### src/rtl/core/cht_pkg.sv
`default_nettype none
// ----------------------------------------------------------------------------
// cht_pkg
// shared widths, parameter defaults and operation / status codes for the
// chained hash table
// ----------------------------------------------------------------------------
package cht_pkg;

    localparam int BUCKETS_DEF     = 64;
    localparam int CHAIN_DEPTH_DEF = 8;

    localparam int KEY_W    = 31;
    localparam int CFG_W    = 7;
    localparam int FUNC_W   = 2;
    localparam int STATUS_W = 3;
    localparam int BKT_W    = 6;
    localparam int POS_W    = 3;
    localparam int DIV_CNT_W = $clog2(KEY_W);

    localparam logic [CFG_W-1:0] CFG_RESET = 7'd64;

    localparam logic [FUNC_W-1:0] FUNC_INSERT = 2'd0;
    localparam logic [FUNC_W-1:0] FUNC_DELETE = 2'd1;

    localparam logic [STATUS_W-1:0] ST_INSERTED  = 3'd0;
    localparam logic [STATUS_W-1:0] ST_DELETED   = 3'd1;
    localparam logic [STATUS_W-1:0] ST_DEL_FAIL  = 3'd2;
    localparam logic [STATUS_W-1:0] ST_FOUND     = 3'd3;
    localparam logic [STATUS_W-1:0] ST_NOT_FOUND = 3'd4;
    localparam logic [STATUS_W-1:0] ST_FULL      = 3'd5;

    typedef struct packed {
        logic [FUNC_W-1:0] func;
        logic [KEY_W-1:0]  key;
    } req_t;

endpackage

`default_nettype wire

### src/rtl/core/cht_divider.sv
`default_nettype none
// ----------------------------------------------------------------------------
// cht_divider
// restoring remainder unit, one key bit per cycle: key modulo bucket count
// ----------------------------------------------------------------------------
module cht_divider (
    input  wire logic                      aclk,
    input  wire logic                      aresetn,
    input  wire logic                      start,
    input  wire logic [cht_pkg::KEY_W-1:0] dividend,
    input  wire logic [cht_pkg::CFG_W-1:0] divisor,
    output logic                           done,
    output logic [cht_pkg::CFG_W-1:0]      remainder
);

    logic                              busy_reg, busy_next;
    logic                              done_reg, done_next;
    logic [cht_pkg::DIV_CNT_W-1:0]     cnt_reg, cnt_next;
    logic [cht_pkg::KEY_W-1:0]         key_reg, key_next;
    logic [cht_pkg::CFG_W-1:0]         div_reg, div_next;
    logic [cht_pkg::CFG_W-1:0]         rem_reg, rem_next;
    logic [cht_pkg::CFG_W:0]           trial;

    assign trial = {rem_reg, key_reg[cht_pkg::KEY_W-1]};

    always_comb begin
        busy_next = busy_reg;
        done_next = 1'b0;
        cnt_next  = cnt_reg;
        key_next  = key_reg;
        div_next  = div_reg;
        rem_next  = rem_reg;
        if (start) begin
            busy_next = 1'b1;
            cnt_next  = '0;
            key_next  = dividend;
            div_next  = divisor;
            rem_next  = '0;
        end else if (busy_reg) begin
            key_next = {key_reg[cht_pkg::KEY_W-2:0], 1'b0};
            if (trial >= {1'b0, div_reg}) begin
                rem_next = cht_pkg::CFG_W'(trial - {1'b0, div_reg});
            end else begin
                rem_next = cht_pkg::CFG_W'(trial);
            end
            cnt_next = cnt_reg + 1'b1;
            if (cnt_reg == cht_pkg::DIV_CNT_W'(cht_pkg::KEY_W - 1)) begin
                busy_next = 1'b0;
                done_next = 1'b1;
            end
        end
    end

    always_ff @(posedge aclk) begin
        if (!aresetn) begin
            busy_reg <= 1'b0;
            done_reg <= 1'b0;
        end else begin
            busy_reg <= busy_next;
            done_reg <= done_next;
        end
        cnt_reg <= cnt_next;
        key_reg <= key_next;
        div_reg <= div_next;
        rem_reg <= rem_next;
    end

    assign done      = done_reg;
    assign remainder = rem_reg;

endmodule

`default_nettype wire

### config.mk
export PLATFORM = sky130hd
export DESIGN_NAME = cht_divider
export DESIGN_NICKNAME = d
export VERILOG_FILES = /design/src/rtl/core/cht_pkg.sv /design/src/rtl/core/cht_divider.sv
export SDC_FILE = /design/constraint.sdc
export NUM_CORES = 1
export LEC_CHECK = 0
export BUFFER_PORTS_ARGS = -buffer_cell sky130_fd_sc_hd__buf_2
export CAP_MARGIN = 5
export CORE_UTILIZATION = 45
export CTS_BUF_LIST = sky130_fd_sc_hd__clkbuf_16
export CTS_CLUSTER_DIAMETER = 150
export DETAILED_ROUTE_END_ITERATION = 8
export GPL_TIMING_DRIVEN = 0
export PLACE_DENSITY = 0.67
export SKIP_CTS_REPAIR_TIMING = 1
export SLEW_MARGIN = 20
export SYNTH_ARGS = -nofsm -noshare
export SYNTH_HDL_FRONTEND = slang
export SYNTH_SLANG_ARGS = --single-unit
### constraint.sdc
create_clock -name aclk -period 3.55 [get_ports aclk]
set_clock_uncertainty 0.15 [all_clocks]
set_input_delay 0.5325 -clock aclk [delete_from_list [all_inputs] [get_ports aclk]]
set_output_delay 0.5325 -clock aclk [all_outputs]
set_load 0.01 [all_outputs]
======== Yosys cells after proc, flatten, opt, wreduce, memory -nomap -nowiden ========
Cells that the tools add are included.
storage, ports and cells
  logic and storage cells ................. 21
  bits of input ports ..................... 41
  register bits ........................... 52
  output and inout port bits .............. 8
cells by class
  reduce and logical (&&, ||, !) cells .... 2
  bitwise logic cells ..................... 2
  $add $sub $neg .......................... 2
  order comparisons ....................... 1
  mux-type cells .......................... 7
  eq/ne operators ......................... 1
operators with widths
  cell                   number
  $mux W31               2
  $ge A8 B7 Y1           1
  $mux W7                1
  $sub A7 B7 Y7          1
  $add A5 B1 Y5 const B  1
  $eq A5 B5 Y1 const B   1
  $mux W1                4
  $reduce_or A3 Y1       1
  $not A1 Y1             2
  $reduce_bool A2 Y1     1

======== Logic depth before layout (Yosys ltp) ========
  depth in word-level cells ............... 4
  depth in mapped cells ................... 9
  depth with buffers taken out ............ 8

======== Least setup slack after synthesis ========
OpenSTA, ideal clock, no wires.
  kind .................................... reg-to-reg
  start point ............................. reg key_reg[30] (netlist name)
  end point ............................... reg rem_reg (netlist bit remainder[2])
  data arrival time ....................... 1.852 ns
  cell stages (with the launch flop) ...... 10
  path slack .............................. 1.428 ns
  library setup time ...................... 0.120 ns
  clock period less this slack ............ 2.122 ns
  data required time ...................... 3.280 ns
  path buffers ............................ 1
  path through ............................ edfxtp_1 > inv_1 > ha_1 > inv_1 > fa_1 > a211oi_2 > or3_1 > buf_6 > a311oi_1 > a211o_1
between the ends
  longest elaborated chain between the ends .. 2
  elaborated cells on any way between the ends .. 3
  those cells by class .................... add/sub: 1; order compare: 1; mux: 1
ends and longest elaborated chain
  element                                        RTL line                              text
  start: declaration                             cht_divider.sv:19                     logic [cht_pkg::KEY_W-1:0] key_reg, key_next;
  start signal: assignment                       cht_divider.sv:63                     key_reg <= key_next;
  $sub A7 B7 Y7 or $ge A8 B7 Y1 (tied branches)  cht_divider.sv:42, cht_divider.sv:41
  $mux W7 *                                      cht_divider.sv:41                     if (trial >= {1'b0, div_reg}) begin
  end signal: assignment                         cht_divider.sv:65                     rem_reg <= rem_next;
  end: declaration                               cht_divider.sv:21                     logic [cht_pkg::CFG_W-1:0] rem_reg, rem_next;
Mark *: on every way between the ends. The rest lies on a longest branch, timed or not.
A chain may end at the register's enable or synchronous reset.

======== Worst setup path after layout ========
Same ends and word-level chain as after synthesis.

==> metrics list <==
* Outcome: finished clean
- The max-slew violation count was 0.
- The clock passes through at most 2 buffers.
* CTS buffer count: 5
- Type of the tightest min-delay check: input port to flop
- Max Fclk: between 0.4 and 0.5 GHz
- The detail route stage leaves a number of antenna-violating nets equal to 0.
- # IOs: 49
- Synthesis instantiated 39 different standard cells from the library.
- For this run the aggregate overflow at the end of global routing stands at 0.
- Buffers on Ports: 48
- Number of hold violations in the final report: 0
- STA classifies the critical path endpoint as a flop.
- Die Wd: ~77 µm
* Relative contribution of the clock network to total power: approximately 34%
* Setup crit start kind: flop
* Top post-synthesis cells by count: sky130_fd_sc_hd__edfxtp_1 (38), sky130_fd_sc_hd__mux2_2 (30), sky130_fd_sc_hd__nor2_1 (16)
* Net count after synthesis: about 260
- Worst supply voltage drop on vdd: about 340 µV
- Most repeated cell in the gate-level netlist after synthesis: sky130_fd_sc_hd__edfxtp_1
- For this run, the leading register cell type out of synthesis is sky130_fd_sc_hd__edfxtp_1.
- For this run, the total global-route usage over all layers was measured as 17.67%.
- Fin crit share: roughly two thirds
* Die outline height: slightly below 80 µm
- After clock tree synthesis, the clock-pin slew on the worst setup and hold paths is around 0.070 ns.
* Synthesized instance count: ~200
- Pin count of the biggest net entering global routing: 33
- Headroom to the max-slew limit came out at 49.86%.
* Largest driver fanout on the critical path: 9
- Initial antenna violation count: 0
- The region available for standard cell placement spans around 0.0055 mm².
- After layout, the design draws a total of 0.001403 W.
* Kind of critical path: flop to flop
- Switching part of the total power: between 20% and 30%
- The root buffer cell chosen for the clock tree is sky130_fd_sc_hd__clkbuf_16.
* Growth of design area from synthesis to finish: 18.48%
- The first global-routing pass estimated ~8.2 mm of wire.
- CTS sink count: 52
* Number of enable flip-flop cells after synthesis: 38
- The post-route netlist has 35.77% of its cells at a drive strength greater than 1.
- After the first detailed-routing iteration, the DRC count stood at 77.
- Subtracting the final worst setup slack from the clock period gives 2.376 ns.
- GP Congestion: ~0.74
- For the final routed database, the setup TNS stands at 0 ns.
- Effective utilization at floorplan: between 40 and 50%
- For this run, the number of Yosys warnings is 0.
- DRT Pass-1 Iters: 6
- Share of flip-flops with an asynchronous set or reset: 0%
- Dividing the synthesized area by the synthesized cell count gives between 10 and 15 µm².
- The cell area that synthesis handed to floorplanning was about 0.0026 mm².
* Dominant cell type by area after synthesis: sky130_fd_sc_hd__edfxtp_1
* TritonCTS clock tree: yes
- Final setup violating endpoints: 0
- Net total in the final layout: 310
* Data arrival time of the critical path: approximately 2.4 ns
- Post-synthesis sequential element count: 52
- Data required time at the worst endpoint: 3.58 ns
- Post-detailed-route DRC marker count: 0
- Post-DR vias/cell: about 5.3
- Dividing the detail-routed wire length by the instance count gives 14.52 µm.
* Total routed wirelength: just under 5 mm
* Actual slew at the worst max-slew pin: around 0.75 ns
* Static leakage: 1.221 nW
- After synthesis, flip-flops and latches occupy a little under three fifths of the total area.
* Row count: 27
* Setup repair after global routing missed its margin: false
- At the later pin of the worst-skew pair, clock insertion delay measures 0.29 ns.
- The number of antenna diodes in the final layout is 0.
* Dominant cells by area after synthesis: sky130_fd_sc_hd__edfxtp_1 (45%), sky130_fd_sc_hd__mux2_2 (13%), sky130_fd_sc_hd__dfxtp_1 (11%)
* Total power per unit cell area: 462.8 mW/mm²
- The die covers 0.005992 mm².
- Number of flip-flops under the largest register name: 31
- Share of power burned in combinational logic: 13.6%
- Number of vias in the routed layout: around 1800
* Vias in the first global route: between 1500 and 2000
- Total of max-cap violations: 0
* Share of power burned in registers: 52.2%
- Internal: 0.001067 W
- The analysis attributes to net switching a power of around 0.00034 W.
- After legalization and detailed placement, the total HPWL measured 3.323 mm.
- Top cell type's share of synthesized area: between 40 and 50%
* H-Tree Level Count: 2
[cell usage in the layout, fill, tap and decap left out, types with 2 or more instances in the layout]
cell type,netlist,final
sky130_fd_sc_hd__a41oi_1,4,4
sky130_fd_sc_hd__buf_2,0,48
sky130_fd_sc_hd__xor2_1,3,3
sky130_fd_sc_hd__a211oi_2,2,2
sky130_fd_sc_hd__a311oi_1,4,4
sky130_fd_sc_hd__ha_1,9,9
sky130_fd_sc_hd__mux2_2,30,30
sky130_fd_sc_hd__inv_1,13,13
sky130_fd_sc_hd__edfxtp_1,38,38
sky130_fd_sc_hd__clkbuf_1,10,10
sky130_fd_sc_hd__o21ai_0,6,6
sky130_fd_sc_hd__o21bai_1,2,2
sky130_fd_sc_hd__clkbuf_16,0,5
sky130_fd_sc_hd__o31ai_1,2,2
sky130_fd_sc_hd__nand2_1,8,8
sky130_fd_sc_hd__nor2_1,16,16
sky130_fd_sc_hd__xnor2_1,3,3
sky130_fd_sc_hd__dfxtp_1,14,14
sky130_fd_sc_hd__a211oi_1,3,3
sky130_fd_sc_hd__or2_2,2,2
sky130_fd_sc_hd__nand4_1,4,4
sky130_fd_sc_hd__nand3_1,2,2
sky130_fd_sc_hd__nor3b_1,8,8
sky130_fd_sc_hd__a21o_1,2,2
sky130_fd_sc_hd__nand2b_1,3,3
[through the flow]
stage,hold WS (ns),setup WS (ns),utilization [%],instance area (µm²),cells
2_1_floorplan,0.3295,1.428,-,2559,204
3_3_place_gp,0.3530,0.9625,52.47,2889,324
3_5_place_dp,0.3621,0.9360,52.47,2889,324
4_1_cts,0.2583,1.185,55.06,3032,332
5_1_grt,0.2589,1.055,55.06,3032,332
6_report,0.2638,1.174,55.06,3032,332
[critical path, cell delays in order (launching register included)]
cell	delay, ns
sky130_fd_sc_hd__edfxtp_1	0.36
sky130_fd_sc_hd__inv_1	0.09
sky130_fd_sc_hd__ha_1	0.18
sky130_fd_sc_hd__inv_1	0.06
sky130_fd_sc_hd__fa_1	0.41
sky130_fd_sc_hd__a211oi_2	0.35
sky130_fd_sc_hd__or3_1	0.18
sky130_fd_sc_hd__buf_6	0.13
sky130_fd_sc_hd__a311oi_1	0.09
sky130_fd_sc_hd__a211o_1	0.26
[cells by family (layout without fill, tap and decap cells)]
kind of cell | after synthesis | count (layout) | synth area share [%]
AND/OR/NAND/NOR | 50 | 50 | 10.51
adder cells (fa/ha/maj) | 10 | 10 | 5.183
buffers and inverters | 24 | 80 | 3.814
flip-flops | 52 | 52 | 55.55
AO/OA/AOI/OAI | 32 | 32 | 9.681
XOR/XNOR | 6 | 6 | 2.054
multiplexers | 30 | 30 | 13.20
[power groups by stage]
stage | logic (W) | registers [W] | clock network, W
2_1_floorplan | 0.000133 | 0.000740 | 0
3_3_place_gp | 0.000185 | 0.000745 | 0
3_5_place_dp | 0.000189 | 0.000746 | 0
4_1_cts | 0.000193 | 0.000734 | 0.000491
5_1_grt | 0.000212 | 0.000739 | 0.000510
6_report | 0.000191 | 0.000733 | 0.000479
[layer usage]
metal	track usage, %	share of wire (%)	vias up	routed length [µm]
met4	6.604	1.5	0	72
met1	24.10	46	832	2197
li1	-	-	869	-
met3	5.529	6.2	8	298
met2	26.28	47	47	2254
met5	0	0	-	0
[final timing paths]
kind	start	slack, ns	to	depth (start not counted)
max	key_reg[30]	1.17	remainder[2]	9
min	divisor[5]	0.26	div_reg[5]	1
max reg2reg	key_reg[30]	1.17	remainder[2]	9
min reg2reg	cnt_reg[1]	0.37	cnt_reg[1]	2
[cell type report]
class                   instances  area [µm²]
repair buffers                 48       240.2
well taps                      72       90.09
flip-flops and latches         52        1421
plain buffers                  11       48.80
clock inverters                 3       17.52
multi-input cells             128        1040
fillers                       482        2475
inverters                      13       48.80
clock buffers                   5       125.1
Power figures use the tool's default switching activity.
