==> src/rtl/core/cht_ram.sv <==
`default_nettype none
// ----------------------------------------------------------------------------
// cht_ram
// simple dual-port synchronous ram, one write and one registered read port
// ----------------------------------------------------------------------------
module cht_ram #(
    parameter  int WIDTH = 8,
    parameter  int DEPTH = 64,
    localparam int AW    = (DEPTH > 1) ? $clog2(DEPTH) : 1
) (
    input  wire logic             aclk,
    input  wire logic             we,
    input  wire logic [AW-1:0]    waddr,
    input  wire logic [WIDTH-1:0] wdata,
    input  wire logic [AW-1:0]    raddr,
    output logic [WIDTH-1:0]      rdata
);

    logic [WIDTH-1:0] mem [DEPTH];

    always_ff @(posedge aclk) begin
        if (we) begin
            mem[waddr] <= wdata;
        end
        rdata <= mem[raddr];
    end

endmodule

`default_nettype wire

==> config.mk <==
export PLATFORM = sky130hd
export DESIGN_NAME = cht_ram
export DESIGN_NICKNAME = d
export VERILOG_FILES = /design/src/rtl/core/cht_ram.sv
export SDC_FILE = /design/constraint.sdc
export NUM_CORES = 1
export LEC_CHECK = 0
export ABC_AREA = 1
export BUFFER_PORTS_ARGS = -buffer_cell sky130_fd_sc_hd__buf_4
export CAP_MARGIN = 20
export CORE_AREA = 5 5 235 237
export CTS_BUF_LIST = sky130_fd_sc_hd__clkbuf_8 sky130_fd_sc_hd__clkbuf_16
export DETAILED_ROUTE_END_ITERATION = 8
export DIE_AREA = 0 0 240 242
export GPL_TIMING_DRIVEN = 0
export PLACE_DENSITY = 0.6
export RECOVER_POWER = 50
export SLEW_MARGIN = 20
export SYNTH_ARGS = -nofsm -noshare
export SYNTH_HDL_FRONTEND = slang
export SYNTH_SLANG_ARGS = --single-unit
export TNS_END_PERCENT = 10
==> constraint.sdc <==
create_clock -name aclk -period 2.66 [get_ports aclk]
set_input_delay 0.266 -clock aclk [delete_from_list [all_inputs] [get_ports aclk]]
set_output_delay 0.266 -clock aclk [all_outputs]
set_load 0.05 [all_outputs]
### Yosys cells after proc, flatten, opt, wreduce, memory -nomap -nowiden

Memories as Yosys holds them, arrays and structs flattened. A register that Yosys moved wholly into a read port is not among the register bits.
Index checks and enable logic that the tools add are counted.

* div/mod/pow operators: 0
* $lt $le $gt $ge: 0
* muxes and demuxes: 2
* bitwise logic cells: 0
* $add $sub $neg: 0
* equal/unequal tests: 0
* reduce and logical (&&, ||, !) cells: 0
* $mul: 0
* shift-type cells: 0

Operator list (count)
* $mux 1: 2

* output and inout bits: 8
* memories: 1
* flip-flop bits (word level): 0
* ROM bits: 0
* bits in latches: 0
* bits in writable memories: 512

Memories
* mem: words 64, bits a word 8, rd ports 1, clocked after memory_dff 1, wr ports 1, line 19 `logic [WIDTH-1:0] mem [DEPTH];`

### Logic depth before layout (Yosys ltp)

Gate-level depths: netlist of run 1.

* depth in word-level cells: 2
* mapped depth: 12
* depth with buffers taken out: 9

### Worst setup path after synthesis of run 1

OpenSTA, ideal clock, no wires.

* path kind: input to register
* start point: in we
* end point: mem mem[48][0], enable pin
* arrival time: 1.637 ns
* stages on the path: 3
* setup time: 0.395 ns
* slack: 0.628 ns
* path through: clkbuf_1 -> nand4_1 -> nor4_1

* word-level cells in the longest chain between the ends: 2

Ends and longest elaborated chain
* start: declaration: line 12 `input wire logic we,`
* $mux 1: line 22 `if (we) begin`
* $mux 1 (implied by the code): line 23 `mem[waddr] <= wdata;`
* end: declaration: line 19

No other way between the ends.

### Final worst setup path of run 1

* start point: in waddr[1]
* end point: mem mem[25][3], enable pin

RTL lines
* start: declaration: line 13 `input wire logic [AW-1:0] waddr,`

Straight into the memory's write port.

==> impl_results.md, run 1 <==
* Period Utilization, post-route at 88.09%
* Critical Path AT at 2.56 ns
* Routed Antenna Nets at 0
* Critical path origin: waddr[1]
* H-Tree Level Count at 2
* Worst-path clk slew at 0.06 ns
* Mapped Cells at 1,805
* Per-cell routed wire length at 24.23 um
* Clock buffer depth at 3
* DRT Pass-1 Iters at 6
* Initial drt markers at 1,863
* Chip width at 240 um
* Element type at the critical path start: input pin
* Rows at 85
* GRT busiest layer: met2
* Switching pwr at 4.157 mW
* Met3 GRT Util at 4.224%
* Comb pwr share at 7.0%
* Clock Power Share at 43.6%
* Vias/cell at 5.485
* Vias in the first global route at 13,790
* Via Count at 14,421
* Endpoints failing hold at 0
* Post-CTS setup buffers at 0
* Yosys top cell area share at 72.05%
* #FFs+latches synth at 520
* Global-route usage over all layers at 21.62%
* Synthesized net count at 1,827
* Global-route wire length before repair at 92,890 um
* Main combinational cell family by area after synthesis: simple AND/OR/NAND/NOR gates
* # DRC at 0
* Synth Area in Adders at 0%
* Relative slew slack at -13.11%
* Clock sink count at 520
* Mux contribution to synthesized area at 0%
* Worst VDD drop at 0.0004737 V
* RSZ-0062 raised after global routing: false
* Largest area contributor in the netlist: edfxtp_1
* Synth Area in Compound Gates at 0%
* Synth area leaders: edfxtp_1, nand2_1, nand3_1
* Netlist cell types at 16
* Reg power frac at 49.4%
* Design area at 0.02430 sq mm
* Switching share of power at 22.58%
* Final HPWL DP at 42,480 um
* Share of cells above drive strength 1 at 10.71%
* Worst Hold Class: in2reg
* Synth Area in Simple Gates at 23.18%
* Yosys warnings at 0
* Required time of the critical path at 2.87 ns
* Pin count of the biggest net entering global routing at 65
* Max Cap Viol at 8
* CTS hold repair buffers at 0
* Chip height at 242 um
* DIE AREA at 0.05808 sq mm
* Final setup viols at 0
* IO buf count at 21
* CP endpoint kind: flip-flop
* Initial Util at 40.21%
* Met2 Track Usage GR at 32.85%
* Internal power at 14.26 mW
* CTS tree: built
* Worst-path fanout max at 9
* Post-synthesis sequential area ratio at 72.80%
* Root buffer cell: clkbuf_16
* Final WS setup at 0.3167 ns
* Syn avg cell area at 11.82 sq um
* Slew Viols, Final at 520
* Resized cells post-CTS at 0
* Mapped cell area at 0.02134 sq mm
* Post-layout util at 45.79%
* R2r startpoint: mem[55][7]
* Gr ovfl total at 0
* Power Density at 757.8 mW/mm^2
* Final Critical Period at 2.343 ns
* Post-Route WL at 63,700 um
* Initial antenna violation count at 3
* Hold wc startpoint: raddr[5]
* Placer congestion estimate at 0.9576
* Worst-Skew Late Latency at 0.61 ns
* Worst-margin pin slew at 1.697 ns
* Core area at 0.05307 sq mm
* CTS buffer count at 53
* P&R area growth vs syn at 13.87%
* Setup WS pre-CTS at -0.1893 ns
* Crit Path Class: in2reg
* Status: finished, violations left
* Skew final at 0.02524 ns
* Failing checks: capacitance limit, slew limit
* XOR/XNOR Fraction of Synth Area at 0%
* Leakage dissipation at 8.787 nW
* Max Freq at 426.7 MHz
* Global Route met1 Usage at 32.13%
* Placement Cell Area at 0.02246 sq mm
* Top Ports at 30
* Nets at 1,911
==> sequential cells by signal (all words and copies together) (netlist names) <==
register  cells
mem         512
rdata         8
==> power groups by stage <==
stage	Sequential [mW]	Combinational, mW	Clock (mW)
6_report	9.10	1.29	8.02
5_1_grt	9.10	1.38	8.47
4_1_cts	9.09	1.28	8.07
3_5_place_dp	9.26	1.28	0
3_3_place_gp	9.26	1.26	0
2_1_floorplan	9.31	0.637	0
==> cell usage in the layout (no fill, tap or decap), drive strengths merged <==
cell type,netlist,final
nand2,648,648
edfxtp,512,512
nand3,439,439
buf,98,116
clkbuf,15,83
nor2,56,56
clkinv,0,23
inv,12,16
bufinv,0,11
nand4,9,9
dfxtp,8,8
nor4,8,8
clkinvlp,0,3
diode,0,1
==> area by class of cell <==
cell class,instances,area [sq um]
flip-flops and latches,520,15530
plain buffers,113,808.3
diodes,1,2.502
well taps,696,870.8
fillers,4813,28770
clock inverters,41,480.5
inverters,12,50.05
clock buffers,57,1404
repair buffers,29,171.4
multi-input cells,1160,4977
==> through the flow <==
step / std cells / power (mW) / TNS (ns) / hold slack [ns]
after global placement: 2522 / 10.52 / -12.90 / 0.7184
after detailed placement: 2530 / 10.54 / -19.75 / 0.7209
after global routing: 2628 / 18.95 / 0 / 0.1552
after floorplan: 1805 / 9.951 / 0 / 0.3649
after CTS: 2628 / 18.45 / 0 / 0.1402
final: 2629 / 18.41 / 0 / 0.1791
==> worst max-delay path, cell delays in order <==
cell and delay [ns]:
clkbuf_1 0.22, inv_1 0.29, nand4_1 0.74, nor2_1 1.02
==> cell families after synthesis <==
group         count (synthesis)
flops                       520
simple gates               1160
buf+inv                     125
==> metal layers <==
metal	vias up	wire, um	share of wire [%]
met1	7080	27600	43
met4	2	1758	2.8
met2	693	28540	45
li1	6535	-	-
met3	111	5796	9.1
met5	-	7	0.011
==> synth_stat cells, drive strengths merged <==
master,count
buf,98
clkbuf,15
dfxtp,8
edfxtp,512
inv,12
nand2,648
nand3,439
nand4,9
nor2,56
nor4,8
==> path summary, 6_finish.rpt <==
| path | to | slack [ns] | cells past startpoint |
|---|---|---|---|
| worst max-delay path | mem[25][3] | 0.32 | 4 |
| worst min-delay path | rdata[6] | 0.18 | 3 |
| worst max register to register | rdata[7] | 1.16 | 8 |
| worst min register to register | rdata[6] | 0.91 | 8 |
Note: power is estimated with default switching activity, not from simulation.
==> run 2, diff against run 1 <==
--- a/config.mk
+++ b/config.mk
@@ -13,8 +13,7 @@
 export DETAILED_ROUTE_END_ITERATION = 8
 export DIE_AREA = 0 0 240 242
 export GPL_TIMING_DRIVEN = 0
-export PLACE_DENSITY = 0.6
-export RECOVER_POWER = 50
+export PLACE_DENSITY = 0.52
 export SLEW_MARGIN = 20
 export SYNTH_ARGS = -nofsm -noshare
 export SYNTH_HDL_FRONTEND = slang
==> run 2 against run 1 <==
  * The flow now finishes without violations
  * Clock-buffer cell count up 3
  * Largest power group unchanged
  * Cell count up 0.23%
  * Maximum frequency down 5.9%
  * Highest routed layer is now met4
==> impl_results.md, run 2 (same netlist as run 1, synthesis figures left out) <==
* Final setup viols at 0 (unchanged)
* Rows at 85 (unchanged)
* Root buffer cell: clkbuf_16
* CTS tree: built
* Critical Path AT at 2.71 ns (+0.15 ns)
* Clock buffer depth at 3 (unchanged)
* Via Count at 14,040 (-2.6%)
* Reg with most FFs: mem
* Hold wc startpoint: raddr[5]
* Nets at 1,913 (+0.10%)
* Worst-path fanout max at 9 (unchanged)
* Clock sink count at 520 (unchanged)
* Final Critical Period at 2.490 ns (+0.1470 ns)
* Worst-Skew Late Latency at 0.61 ns (about the same)
* IO buf count at 21 (unchanged)
* Chip height at 242 um (unchanged)
* Skew final at 0.01383 ns (-0.01141 ns)
* Placed cells at 2,530 (unchanged)
* Period Utilization, post-route at 93.62% (+5.5 points)
* Required time of the critical path at 2.88 ns (about the same)
* DIE AREA at 0.05808 sq mm (unchanged)
* Biggest regs: mem x512, rdata x8
* Worst-path clk slew at 0.06 ns (about the same)
* CTS hold repair buffers at 0 (unchanged)
* # DRC at 0 (unchanged)
* Power Density at 728.6 mW/mm^2 (-3.9%)
* Element type at the critical path start: input pin
* RSZ-0062 raised after global routing: false
* Max Freq at 401.6 MHz (-5.9%)
* Chip width at 240 um (unchanged)
* Routed Antenna Nets at 0 (unchanged)
* DRT Pass-1 Iters at 6 (unchanged)
* Leakage dissipation at 8.781 nW (about the same)
* FF-to-FF setup slack at 1.17 ns (about the same)
* Share of cells above drive strength 1 at 10.12% (-0.60 points)
* Initial Util at 40.21% (unchanged)
* Critical path origin: waddr[0]
* Status: finished clean
* Global-route wire length before repair at 93,540 um (+0.69%)
* Per-cell routed wire length at 24.79 um (+2.3%)
* Global-route usage over all layers at 22.18% (+0.55 points)
* Final HPWL DP at 43,320 um (+2.0%)
* Initial antenna violation count at 2 (-1)
* Max Cap Viol at 0 (-8)
* Post-CTS setup buffers at 0 (unchanged)
* Post-layout power at 17.61 mW (-4.4%)
* Post-Route WL at 65,330 um (+2.6%)
* Most frequent cells in the layout: nand2_1, edfxtp_1, nand3_1
* Vias in the first global route at 13,463 (-2.4%)
* Core area at 0.05307 sq mm (unchanged)
* Gr ovfl total at 0 (unchanged)
* Top Ports at 30 (unchanged)
* Endpoints failing hold at 0 (unchanged)
* Slew Viols, Final at 0 (-100%)
* Commonest non-fill, non-tap cell in the layout: nand2_1
* H-Tree Level Count at 2 (unchanged)
* Crit Path Class: in2reg
* Pin count of the biggest net entering global routing at 65 (unchanged)
* Largest register FFs at 512 (unchanged)
* Placer congestion estimate at 0.9151 (-4.4%)
* Finished Layout Cells at 2,635 (+0.23%)
* Sum of negative setup slack at 0 ns (unchanged)
* Worst-margin pin slew at 1.081 ns (-0.6154 ns)
* P&R area growth vs syn at 13.24%
* R2r startpoint: mem[25][3]
* CP endpoint kind: flip-flop
* Vias/cell at 5.328 (-2.9%)
* Resized cells post-CTS at 0 (unchanged)
* Worst Hold Class: in2reg
* Initial drt markers at 1,520 (-18%)
* CTS buffer count at 55 (+3.8%)
* Worst VDD drop at 0.0004868 V (+2.8%)
* Relative slew slack at 27.65% (+41 points)
[run 2: cell count changes in the layout (fill, tap and decap cells not counted), moves of 3 or more]
cell        before  now
clkbuf_1        18   15
nor4_1           3    0
clkbuf_2         8    0
clkinvlp_4       3    0
clkinv_2        13    4
clkinv_1         9   13
inv_1           13   33
nor4_2           5    8
bufinv_16       11    2
buf_4           26   37
[run 2: final cells by class]
| class | instances | area, sq um |
|---|---|---|
| fill | 4904 | 28910 |
| timing repair buffer | 29 | 202.7 |
| inverter | 12 | 50.05 |
| tap | 696 | 870.8 |
| multi-input combinational | 1160 | 5001 |
| sequential | 520 | 15530 |
| buffer | 113 | 808.3 |
| antenna | 2 | 5.005 |
| clock inverter | 43 | 224.0 |
| clock buffer | 60 | 1468 |
[run 2: power by group]
part	leakage, nW	switching [mW]	internal [mW]
Combinational	3.19	0.970	0.322
Clock	0.915	3.12	4.11
Sequential	4.67	0.0165	9.07
Total	8.78	4.10	13.5
[run 2: worst paths after layout]
kind / endpoint / cells past startpoint
min reg2reg: rdata[3] / 8
min: rdata[4] / 3
max reg2reg: rdata[3] / 8
max: mem[10][1] / 4
[run 2: layer usage]
| layer | global-route usage, % | wire length, um | share of wire [%] |
|---|---|---|---|
| met1 | 31.09 | 28280 | 43 |
| met2 | 35.62 | 30740 | 47 |
| met3 | 3.700 | 4294 | 6.6 |
| met4 | 6.976 | 2012 | 3.1 |
| met5 | 0 | 0 | 0 |
[run 2: critical path, cell delays in order]
cell      delay [ns]
clkbuf_1        0.22
inv_1           0.31
nand4_1         0.78
nor2_1          1.14
[run 2: through the flow]
step / setup slack, ns / util, % / area (sq um) / hold WS [ns]
final: 0.1697 / 45.53 / 24160 / 0.2301
after global routing: 0.1332 / 45.52 / 24160 / 0.2414
after CTS: 0.2723 / 45.52 / 24160 / 0.1824
after detailed placement: -0.3615 / 42.34 / 22470 / 0.7196
after global placement: -0.3959 / 42.15 / 22370 / 0.7174
after floorplan: 0.6279 / - / 21340 / 0.3649
==> run 3, diff against run 2 <==
==> constraint.sdc (replaced) <==
create_clock -name aclk -period 2.5 [get_ports aclk]
set_input_delay 0.25 -clock aclk [delete_from_list [all_inputs] [get_ports aclk]]
set_output_delay 0.25 -clock aclk [all_outputs]
set_load 0.05 [all_outputs]
==> run 3 against run 2 <==
  * Via count fell by 0.14%
  * Combinational power grew 6%
  * Register-to-register slack got worse by 0.16 ns
  * Sequential cell count unchanged
  * Non-clock buffer count is the same
  * Die area stayed put
  * Power rose by 6.4%
  * Largest power group unchanged
==> impl_results.md, run 3 (same netlist as run 1, synthesis figures left out) <==
* Worst-path clk slew at 0.06 ns (about the same)
* Vias/cell at 5.323 (about the same)
* Leakage dissipation at 8.781 nW (about the same)
* Rows at 85 (unchanged)
* Gr ovfl total at 0 (unchanged)
* CTS hold repair buffers at 0 (unchanged)
* Initial Util at 40.21% (unchanged)
* Hold Slack at 0.2177 ns (-0.01235 ns)
* Initial drt markers at 1,527 (+0.46%)
* Element type at the critical path start: input pin
* Largest register FFs at 512 (unchanged)
* Per-cell routed wire length at 24.79 um (about the same)
* Power Density at 775.1 mW/mm^2 (+6.4%)
* Core area at 0.05307 sq mm (unchanged)
* Root buffer cell: clkbuf_16
* Sum of negative setup slack at 0 ns (unchanged)
* Crit Path Class: in2reg
* Endpoints failing hold at 0 (unchanged)
* Clock buffer depth at 3 (unchanged)
* Slew Viols, Final at 0 (unchanged)
* Skew final at 0.01562 ns (+0.001792 ns)
* CP endpoint kind: flip-flop
* P&R area growth vs syn at 13.24% (unchanged)
* Routed Antenna Nets at 0 (unchanged)
* Period Utilization, post-route at 98.01%
* RSZ-0062 raised after global routing: false
* Commonest non-fill, non-tap cell in the layout: nand2_1
* Finished Layout Cells at 2,634 (-0.038%)
* Chip height at 242 um (unchanged)
* Reg with most FFs: mem
* Critical Path AT at 2.68 ns (-0.03 ns)
* Nets at 1,913 (unchanged)
* Top Ports at 30 (unchanged)
* Placement Cell Area at 0.02247 sq mm (unchanged)
* Vias in the first global route at 13,463 (unchanged)
* Required time of the critical path at 2.73 ns (-0.15 ns)
* Relative slew slack at 27.25% (-0.40 points)
* Final setup viols at 0 (unchanged)
* CTS buffer count at 55 (unchanged)
* Post-layout util at 45.53% (unchanged)
* Worst Hold Class: in2reg
* Biggest regs: mem x512, rdata x8
* H-Tree Level Count at 2 (unchanged)
* Worst VDD drop at 0.0005181 V (+6.4%)
* Placer congestion estimate at 0.9151 (unchanged)
* # DRC at 0 (unchanged)
* Max Freq at 408.1 MHz
* Final HPWL DP at 43,320 um (unchanged)
* Worst-margin pin slew at 1.087 ns (+0.005970 ns)
* Design area at 0.02416 sq mm (unchanged)
* IO buf count at 21 (unchanged)
* Worst-Skew Late Latency at 0.61 ns (about the same)
* Most frequent cells in the layout: nand2_1, edfxtp_1, nand3_1
* Global-route usage over all layers at 22.18% (unchanged)
* Clock sink count at 520 (unchanged)
* Max Cap Viol at 0 (unchanged)
* DIE AREA at 0.05808 sq mm (unchanged)
* CTS tree: built
* Placed cells at 2,530 (unchanged)
* Post-CTS setup buffers at 0 (unchanged)
* Chip width at 240 um (unchanged)
* Pin count of the biggest net entering global routing at 65 (unchanged)
* Post-Route WL at 65,290 um (about the same)
* Share of cells above drive strength 1 at 10.17% (+0.052 points)
* DRT Pass-1 Iters at 5 (-1)
* Global-route wire length before repair at 93,540 um (unchanged)
* Via Count at 14,021 (-0.14%)
* Worst-path fanout max at 9 (unchanged)
* Status: finished clean
* Final Critical Period at 2.450 ns
* Initial antenna violation count at 2 (unchanged)
==> run 3: cell count changes in the layout (fill, tap and decap cells not counted), sizes merged <==
cell	previous run	this run
diode	2	1
==> run 3: cell type report <==
cell class / instances / area, sq um
Tap cell: 696 / 870.8
Clock buffer: 60 / 1468
Inverter: 12 / 50.05
Multi-Input combinational cell: 1160 / 5004
Buffer: 113 / 808.3
Clock inverter: 43 / 224.0
Fill cell: 4903 / 28910
Sequential cell: 520 / 15530
Timing Repair Buffer: 29 / 202.7
Antenna cell: 1 / 2.502
==> run 3: worst paths after layout <==
path	cells after the start	slack, ns	start	to
setup reg to reg	8	1.01	mem[25][3]	rdata[3]
hold / removal	3	0.22	raddr[5]	rdata[4]
hold reg to reg	8	0.92	mem[38][3]	rdata[3]
setup / recovery	4	0.05	waddr[1]	mem[25][5]
==> run 3: layer usage <==
metal	part of all wire [%]	vias to the layer above	GRT usage [%]
met5	0	-	0
met4	3.1	0	6.976
met3	6.8	107	3.700
met2	47	496	35.62
met1	43	6880	31.09
li1	-	6538	-
==> run 3: critical path, cell delays in order <==
cell      delay [ns]
clkbuf_1        0.21
inv_1           0.31
nand4_1         0.81
nor2_1          1.08
==> run 3: power by group <==
| group | switching [mW] | leakage (nW) | internal [mW] |
|---|---|---|---|
| sequential | 0.0175 | 4.67 | 9.65 |
| combinational | 1.03 | 3.19 | 0.342 |
| clock | 3.31 | 0.915 | 4.37 |
| total | 4.36 | 8.78 | 14.4 |
==> run 3: repair_timing <==
action	CTS	global route
setup endpoints to repair	0	8
resized for setup	0	1
hold endpoints to repair	0	0
==> run 3: stage by stage <==
stage / setup slack [ns] / total power, mW
after floorplan: 0.4839 / 10.59
after global placement: -0.5399 / 11.21
after detailed placement: -0.5055 / 11.23
after CTS: 0.1283 / 18.86
after global routing: 0.03804 / 19.32
final: 0.04976 / 18.73
